--- src/hdl/echo_comb_delay_top_macros.svh ---
// Assertion macros for the echo comb delay block.
// Included by the RTL files that carry concurrent checks; no other dependencies.
`ifndef ECHO_COMB_DELAY_TOP_MACROS_SVH
`define ECHO_COMB_DELAY_TOP_MACROS_SVH
`ifndef SYNTHESIS
// Checked property, disabled while reset is high.
`define ECD_ASSERT(label, clk, rst, prop, msg) \
   label: assert property (@(posedge clk) disable iff (rst) prop) else $error(msg);
// Checked implication, disabled while reset is high.
`define ECD_ASSERT_IMP(label, clk, rst, ante, cons, msg) \
   label: assert property (@(posedge clk) disable iff (rst) (ante) |-> (cons)) else $error(msg);
// Checked next-cycle implication, disabled while reset is high.
`define ECD_ASSERT_NEXT(label, clk, rst, ante, cons, msg) \
   label: assert property (@(posedge clk) disable iff (rst) (ante) |=> (cons)) else $error(msg);
`else
`define ECD_ASSERT(label, clk, rst, prop, msg)
`define ECD_ASSERT_IMP(label, clk, rst, ante, cons, msg)
`define ECD_ASSERT_NEXT(label, clk, rst, ante, cons, msg)
`endif
`endif

--- src/hdl/ecd_pkg.sv ---
// Shared types, constants and helper functions for the echo comb delay block.
// No dependencies; used by the interfaces and all modules.
`default_nettype none

package ecd_pkg;

   localparam int SAMPLE_BITS = 16;
   localparam int MAX_DELAY   = 65536;
   localparam int ADDR_BITS   = $clog2(MAX_DELAY);
   localparam int LEN_BITS    = $clog2(MAX_DELAY) + 1;
   localparam int ATT_BITS    = 16;
   localparam int ATT_FRAC    = 15;
   localparam int MODE_BITS   = 2;
   localparam int CHAN_BITS   = 2;
   localparam int SAT_IN_BITS = SAMPLE_BITS + 2;

   localparam int CSR_ADDR_BITS = 4;
   localparam int CSR_DATA_BITS = 32;

   // register indexes
   localparam logic [1:0] REG_ECHO_MODE     = 2'd0;
   localparam logic [1:0] REG_DELAY_LENGTH  = 2'd1;
   localparam logic [1:0] REG_ATTENUATION   = 2'd2;
   localparam logic [1:0] REG_CHANNEL_COUNT = 2'd3;

   // echo modes
   localparam logic [MODE_BITS-1:0] MODE_PASS     = 2'd0;
   localparam logic [MODE_BITS-1:0] MODE_DELAY    = 2'd1;
   localparam logic [MODE_BITS-1:0] MODE_FEEDBACK = 2'd2;

   localparam logic [CHAN_BITS-1:0] CHAN_NONE = 2'd0;
   localparam logic [CHAN_BITS-1:0] CHAN_ONE  = 2'd1;

   localparam logic [MODE_BITS-1:0] RST_ECHO_MODE     = MODE_DELAY;
   localparam logic [LEN_BITS-1:0]  RST_DELAY_LENGTH  = LEN_BITS'(24000);
   localparam logic [ATT_BITS-1:0]  RST_ATTENUATION   = ATT_BITS'(16384);
   localparam logic [CHAN_BITS-1:0] RST_CHANNEL_COUNT = 2'd2;

   typedef logic signed [SAMPLE_BITS-1:0] sample_type;
   typedef logic [ADDR_BITS-1:0]          addr_type;

   typedef struct packed {
      logic [MODE_BITS-1:0] echo_mode;
      logic [LEN_BITS-1:0]  delay_length;
      logic [ATT_BITS-1:0]  attenuation;
      logic [CHAN_BITS-1:0] channel_count;
   } cfg_type;

   typedef struct packed {
      logic       en;
      addr_type   addr;
      sample_type data;
   } line_wr_type;

   // clamp a wider signed value into the sample range
   function automatic sample_type sat_sample(input logic signed [SAT_IN_BITS-1:0] x);
      logic signed [SAT_IN_BITS-1:0] hi;
      logic signed [SAT_IN_BITS-1:0] lo;
      hi = SAT_IN_BITS'((1 << (SAMPLE_BITS - 1)) - 1);
      lo = -hi - SAT_IN_BITS'(1);
      if (x > hi) begin
         return sample_type'(hi);
      end else if (x < lo) begin
         return sample_type'(lo);
      end
      return x[SAMPLE_BITS-1:0];
   endfunction

endpackage

`default_nettype wire

--- src/hdl/ecd_csr.sv ---
// APB-style configuration registers of the echo comb delay block.
// Depends on ecd_pkg.
`default_nettype none

module ecd_csr (
   input  wire logic                                 clock,
   input  wire logic                                 reset,
   input  wire logic                                 psel,
   input  wire logic                                 penable,
   input  wire logic                                 pwrite,
   input  wire logic [ecd_pkg::CSR_ADDR_BITS-1:0]    paddr,
   input  wire logic [ecd_pkg::CSR_DATA_BITS-1:0]    pwdata,
   output      logic [ecd_pkg::CSR_DATA_BITS-1:0]    prdata,
   output      logic                                 pready,
   output      ecd_pkg::cfg_type                     cfg
);
   import ecd_pkg::*;

   cfg_type    cfg_ff;
   logic       wr_en;
   logic [1:0] reg_idx;

   assign pready  = 1'b1;
   assign reg_idx = paddr[3:2];
   assign wr_en   = psel & penable & pwrite;
   assign cfg     = cfg_ff;

   always_ff @(posedge clock) begin
      if (reset) begin
         cfg_ff.echo_mode     <= RST_ECHO_MODE;
         cfg_ff.delay_length  <= RST_DELAY_LENGTH;
         cfg_ff.attenuation   <= RST_ATTENUATION;
         cfg_ff.channel_count <= RST_CHANNEL_COUNT;
      end else if (wr_en) begin
         unique case (reg_idx)
            REG_ECHO_MODE:     cfg_ff.echo_mode     <= pwdata[MODE_BITS-1:0];
            REG_DELAY_LENGTH:  cfg_ff.delay_length  <= pwdata[LEN_BITS-1:0];
            REG_ATTENUATION:   cfg_ff.attenuation   <= pwdata[ATT_BITS-1:0];
            REG_CHANNEL_COUNT: cfg_ff.channel_count <= pwdata[CHAN_BITS-1:0];
            default: ;
         endcase
      end
   end

   always_comb begin
      prdata = '0;
      unique case (reg_idx)
         REG_ECHO_MODE:     prdata = CSR_DATA_BITS'(cfg_ff.echo_mode);
         REG_DELAY_LENGTH:  prdata = CSR_DATA_BITS'(cfg_ff.delay_length);
         REG_ATTENUATION:   prdata = CSR_DATA_BITS'(cfg_ff.attenuation);
         REG_CHANNEL_COUNT: prdata = CSR_DATA_BITS'(cfg_ff.channel_count);
         default:           prdata = '0;
      endcase
   end

endmodule

`default_nettype wire

--- config.mk ---
export PLATFORM = sky130hd
export DESIGN_NAME = ecd_csr
export DESIGN_NICKNAME = d
export VERILOG_FILES = /design/src/hdl/echo_comb_delay_top_macros.svh /design/src/hdl/ecd_pkg.sv /design/src/hdl/ecd_csr.sv
export SDC_FILE = /design/constraint.sdc
export NUM_CORES = 1
export LEC_CHECK = 0
export BUFFER_PORTS_ARGS = -buffer_cell sky130_fd_sc_hd__buf_2
export CORE_AREA = 8 8 75 77
export DETAILED_ROUTE_END_ITERATION = 12
export DIE_AREA = 0 0 83 85
export GPL_TIMING_DRIVEN = 0
export PLACE_DENSITY = 0.79
export REMOVE_ABC_BUFFERS = 1
export SKIP_CTS_REPAIR_TIMING = 1
export SLEW_MARGIN = 5
export SYNTH_ARGS = -nofsm -noshare
export SYNTH_HDL_FRONTEND = slang
export SYNTH_SLANG_ARGS = --single-unit
--- constraint.sdc ---
create_clock -name clock -period 1.3 [get_ports clock]
set_input_delay 0.13 -clock clock [delete_from_list [all_inputs] [get_ports clock]]
set_output_delay 0.13 -clock clock [all_outputs]
set_load 0.05 [all_outputs]
==> results.sh, run 1 <==
export IMPL_powerDensity_nw_per_um2=1024
export IMPL_reg2reg_depth=2
export IMPL_start_util=0.4199
export IMPL_synth_area_mux_share=0.1537
export IMPL_gp_congestion=0.7333
export IMPL_h_tree_depth=2
export IMPL_cts_root_buf="clkbuf_8"
export IMPL_hold_path_cell_count=3
export IMPL_hpwlAfterDp_um=3326
export IMPL_worst_ep_required_time_ps=1170
export IMPL_ant_nets=0
export IMPL_synth_area_um2=1904
export IMPL_rows=25
export IMPL_worstSetupStartpointType="register"
export IMPL_placed_cells=303
export IMPL_critPathArrivalTime_ps=1260
export IMPL_portBuffers=77
export IMPL_fin_cells=318
export IMPL_hold_class="input port to register"
export IMPL_synth_area_leader_cell="dfxtp_1"
export IMPL_synthAdderAreaFrac=0
export IMPL_synth_compound_area_frac=0.1156
export IMPL_grt_max_degree=56
export IMPL_synth_flop_cell="dfxtp_1"
export IMPL_synthArstFlopShare=0
export IMPL_max_vdd_ir_drop_v=0.0004849
export IMPL_fmax_ghz=0.7176
export IMPL_clk_path_buf_depth=2
export IMPL_ys_ff_latch=37
export IMPL_via_count=1580
export IMPL_synth_top_area_frac=0.3890
export IMPL_setup_worst_path_end_class="primary output"
export IMPL_drive_above_1_share=0.3750
export IMPL_largest_register_ffs=37
export IMPL_path_clk_slew_ps=70
export IMPL_outcome="complete, but fails checks"
export IMPL_cts_tree="yes"
export IMPL_maxSlewHeadroom=0.5227
export IMPL_critical_path_peak_fanout=3
export IMPL_routed_wl_um=5011
export IMPL_worst_setup_path_type="register to primary output"
export IMPL_syn_to_final_growth_pct=24.05
export IMPL_syn_inst=188
export IMPL_grt_pass1_wl_um=7783
export IMPL_drv_slew=0
export IMPL_grt_pass1_vias=1587
export IMPL_drt_iter0_drc=47
export IMPL_p_total_uw=2420
export IMPL_clk_latency_ps=290
export IMPL_wl_per_cell_um=15.76
export IMPL_finalCritPeriodShare=1.072
export IMPL_pin_count=111
export IMPL_clock_sinks=37
export IMPL_fp_dieW_um=83
export IMPL_p_leak_uw=0.001164
export IMPL_nets=304
export IMPL_fin_area_um2=2362
export IMPL_drv_cap=0
export IMPL_setup_violations=2
export IMPL_hold_violations=0
export IMPL_period_needed_ps=1394
export IMPL_synth_top_family_by_area="simple AND/OR/NAND/NOR gates"
export IMPL_yosysMostFrequentCell="dfxtp_1"
export IMPL_finalSetupTns_ps=-176.8
export IMPL_synthXorXnorAreaFrac=0
export IMPL_fin_skew_ps=0
export IMPL_die_area_um2=7055
export IMPL_yosysUniqueCellTypes=26
export IMPL_fillers=437
export IMPL_track_usage=0.1305
export IMPL_dieHeight_um=85
export IMPL_vias_per_cell=4.969
export IMPL_dpl_cell_area_um2=2197
export IMPL_antenna_found_initial=0
export IMPL_yosysSeqAreaShare=0.3890
export IMPL_diodes=0
export IMPL_failed_checks="negative setup slack"
export IMPL_synth_edff_count=0
export IMPL_numCtsBuffers=5
export IMPL_synth_yosys_warnings=0
export IMPL_synth_common_cells="dfxtp_1 (37), nand2b_1 (35), mux2i_1 (24)"
export IMPL_post_route_drc_count=0
export IMPL_rsz0062_at_grt="yes"
export IMPL_synth_area_leaders="dfxtp_1 (39%), mux2i_1 (13%), nand2b_1 (11%)"
export IMPL_preCtsSetupSlack_ps=-573.3
export IMPL_synth_avg_cell_area_um2=10.13
export IMPL_core_um2=4536
export IMPL_firstDrtPassIters=4
export IMPL_grt_overflow=0
export IMPL_synth_simple_gate_area_share=0.2260
export IMPL_fin_ws_ps=-93.55
export IMPL_worst_slew_pin_slew_ps=715.9
## per-stage QoR
step             util  hold slack (ps)
3_3_place_gp   0.4844            389.1
3_5_place_dp   0.4844            402.0
4_1_cts        0.5026            89.58
6_report       0.5208            97.52
5_1_grt        0.5208            123.6
2_1_floorplan       -            199.1
## power by group
group	leakage, uW	internal (uW)	switching, uW
clock	0.0000450	371	399
sequential	0.000299	1150	12.3
combinational	0.000820	134	353
total	0.00116	1660	764
## worst max-delay path, stage by stage (launching register included)
cell	delay, ps
dfxtp_1	330
mux4_2	480
buf_6	170
## placed cells by master (no fill, tap or decap)
master | synthesis | routed
mux2i_1 | 24 | 24
nand2_2 | 1 | 1
nand2b_1 | 35 | 35
and2b_4 | 0 | 2
buf_6 | 2 | 2
nor2_1 | 7 | 7
dfxtp_1 | 37 | 37
a21bo_2 | 1 | 1
buf_12 | 0 | 1
nand3_1 | 2 | 2
a21oi_1 | 1 | 1
nor2b_4 | 1 | 2
clkbuf_1 | 6 | 1
and2b_1 | 1 | 1
mux4_2 | 0 | 2
nand4b_1 | 6 | 6
nand2_8 | 1 | 1
clkbuf_8 | 0 | 5
a211o_1 | 6 | 6
and3_2 | 0 | 1
and2_1 | 3 | 3
conb_1 | 2 | 16
o21ai_0 | 2 | 2
nor3b_2 | 1 | 1
clkinv_2 | 0 | 2
buf_2 | 2 | 75
and3_1 | 7 | 6
a22o_1 | 14 | 14
buf_4 | 19 | 3
o21ai_1 | 4 | 4
## worst paths after layout
check                                 from   endpoint  slack [ps]
worst max-delay path                cfg[0]  prdata[0]         -90
worst min-delay path            pwdata[16]    cfg[34]         100
worst max register to register     cfg[34]    cfg[34]         530
worst min register to register     cfg[10]    cfg[10]         480
## cell type report
class | instances | area [um^2] | area share
sequential | 37 | 740.7 | 0.3136
clock buffer | 6 | 72.57 | 0.03072
tap | 54 | 67.56 | 0.02860
multi-input combinational | 138 | 1031 | 0.4364
clock inverter | 2 | 10.01 | 0.004237
timing repair buffer | 81 | 440.4 | 0.1864
## per-layer routing
layer | track usage | share of wire
met5 | 0 | 0
met4 | 0.06070 | 0.015
met3 | 0.04310 | 0.058
met2 | 0.2164 | 0.48
met1 | 0.1479 | 0.44
## kinds of logic after synthesis
kind of cell / after synthesis
simple gates: 65
buf+inv: 30
mux: 26
other cells: 2
flops: 37
compound gates: 28
Power figures use the tool's default switching activity.
==> run 2: changes to the inputs <==
--- a/config.mk
+++ b/config.mk
@@ -6,12 +6,11 @@
 export NUM_CORES = 1
 export LEC_CHECK = 0
 export BUFFER_PORTS_ARGS = -buffer_cell sky130_fd_sc_hd__buf_2
-export CORE_AREA = 8 8 75 77
+export CORE_AREA = 8 8 78 80
 export DETAILED_ROUTE_END_ITERATION = 12
-export DIE_AREA = 0 0 83 85
+export DIE_AREA = 0 0 86 88
 export GPL_TIMING_DRIVEN = 0
-export PLACE_DENSITY = 0.79
-export REMOVE_ABC_BUFFERS = 1
+export PLACE_DENSITY = 0.73
 export SKIP_CTS_REPAIR_TIMING = 1
 export SLEW_MARGIN = 5
 export SYNTH_ARGS = -nofsm -noshare
==> results.sh, run 2 (synthesis results as in run 1) <==
export IMPL_critPathLaunch="cfg[36]"
export IMPL_die_area_um2=7568
export IMPL_dpl_cell_area_um2=2417
export IMPL_outcome="complete, but fails checks"
export IMPL_syn_to_final_growth_pct=40.08
export IMPL_p_clk_frac=0.407
export IMPL_fin_ws_ps=-85.20
export IMPL_clk_latency_ps=280
export IMPL_p_leak_uw=0.001311
export IMPL_largest_register_ffs=37
export IMPL_reg2reg_depth=2
export IMPL_pin_count=111
export IMPL_period_needed_ps=1385
export IMPL_hold_class="input port to register"
export IMPL_hold_path_cell_count=3
export IMPL_drive_above_1_share=0.4172
export IMPL_dieHeight_um=88
export IMPL_max_stage_delay_ps=460
export IMPL_hold_violations=0
export IMPL_slowest_stage="mux4_2"
export IMPL_cp_cell_sequence="mux4_2 > buf_6"
export IMPL_pwr_share_seq=0.401
export IMPL_clk_path_buf_depth=2
export IMPL_min_from="pwdata[16]"
export IMPL_setup_violations=2
export IMPL_firstDrtPassIters=4
export IMPL_p_int_uw=2101
export IMPL_start_util=0.3877
export IMPL_cp_buffers_inverters=1
export IMPL_post_route_util=0.5430
export IMPL_regToRegEndpoint="cfg[34]"
export IMPL_fin_skew_ps=0
export IMPL_core_um2=4912
export IMPL_ff2ff_setup_slack_ps=550
export IMPL_drt_iter0_drc=76
export IMPL_critical_path_peak_fanout=3
export IMPL_grt_max_degree=13
export IMPL_worstHoldEndpoint="cfg[34]"
export IMPL_ant_nets=0
export IMPL_hpwlAfterDp_um=4103
export IMPL_grt_pass1_vias=1701
export IMPL_drv_cap=0
export IMPL_post_route_drc_count=0
export IMPL_track_usage=0.1408
export IMPL_wl_per_cell_um=14.90
export IMPL_placed_cells=348
export IMPL_cts_tree="yes"
export IMPL_path_clk_slew_ps=70
export IMPL_nets=330
export IMPL_grt_overflow=0
export IMPL_preCtsSetupSlack_ps=-201.5
export IMPL_comb_power_share=0.192
export IMPL_p_switching_uw=795.1
export IMPL_fp_dieW_um=86
export IMPL_whs_ps=95.55
export IMPL_crit_family="multiplexers"
export IMPL_final_cell_mix="buf_2 (59), nand2b_1 (35), dfxtp_1 (35)"
export IMPL_gp_congestion=0.7801
export IMPL_setup_worst_path_end_class="primary output"
export IMPL_max_vdd_ir_drop_v=0.0007672
export IMPL_failed_checks="negative setup slack"
export IMPL_rsz0062_at_grt="yes"
export IMPL_portBuffers=76
export IMPL_grt_pass1_wl_um=8397
export IMPL_routed_wl_um=5364
export IMPL_via_count=1655
export IMPL_powerDensity_nw_per_um2=1086
export IMPL_cts_root_buf="clkbuf_8"
export IMPL_switching_share=0.2745
export IMPL_fmax_ghz=0.7219
export IMPL_rows=26
export IMPL_fin_area_um2=2668
export IMPL_r2r_start="cfg[34]"
export IMPL_numCtsBuffers=5
export IMPL_vias_per_cell=4.597
export IMPL_worst_ep_required_time_ps=1170
export IMPL_finalCritPeriodShare=1.066
export IMPL_h_tree_depth=2
export IMPL_drv_slew=0
export IMPL_clock_sinks=37
export IMPL_worst_setup_path_type="register to primary output"
export IMPL_fin_cells=360
export IMPL_critPathArrivalTime_ps=1260
export IMPL_final_common_cell="buf_2"
export IMPL_diodes=0
export IMPL_fillers=470
export IMPL_worstSetupStartpointType="register"
export IMPL_antenna_found_initial=0
[run 2: metrics by stage]
step	TNS, ps	total power (uW)
after global placement	-2149	1706
after floorplan	0	1589
after global routing	-248.9	2992
after detailed placement	-2156	1710
after CTS	-2420	2886
final	-169.0	2897
[run 2: area by class of cell]
cell class / instances / area (um^2) / area share
multi-input cells: 135 / 996.0 / 0.3734
clock buffers: 5 / 68.82 / 0.02580
clock inverters: 3 / 65.06 / 0.02439
plain buffers: 30 / 230.2 / 0.08630
well taps: 70 / 87.58 / 0.03283
flip-flops and latches: 37 / 743.2 / 0.2786
repair buffers: 80 / 476.7 / 0.1787
[run 2: worst max path at each step]
stage                       endpoint  slack, ps  cells after the start
after floorplan           prdata[10]         10                      1
final                      prdata[1]        -90                      2
after CTS                 prdata[16]       -200                      6
after detailed placement  prdata[16]       -200                      6
after global placement    prdata[16]       -200                      6
after global routing       prdata[0]       -120                      2
[run 2: routing by layer]
layer	share of wire	global-route usage	routed length [um]
met2	0.49	0.2498	2622
met1	0.42	0.1524	2257
met5	0	0	0
met4	0.010	0.04459	54
met3	0.080	0.05066	430
[run 2: tightest hold or removal path, delay by kind of cell]
| kind | cells | cell delay [ps] |
|---|---|---|
| AOI/OAI and AO/OA | 1 | 50 |
| buffers and inverters | 1 | 100 |
| and+or+nand+nor | 1 | 50 |
[run 2: power groups by stage]
stage	combinational [uW]	clock [uW]	sequential [uW]
after global routing	586	1240	1160
after CTS	522	1200	1160
after detailed placement	521	0	1190
after global placement	518	0	1190
after floorplan	346	0	1240
final	557	1180	1160
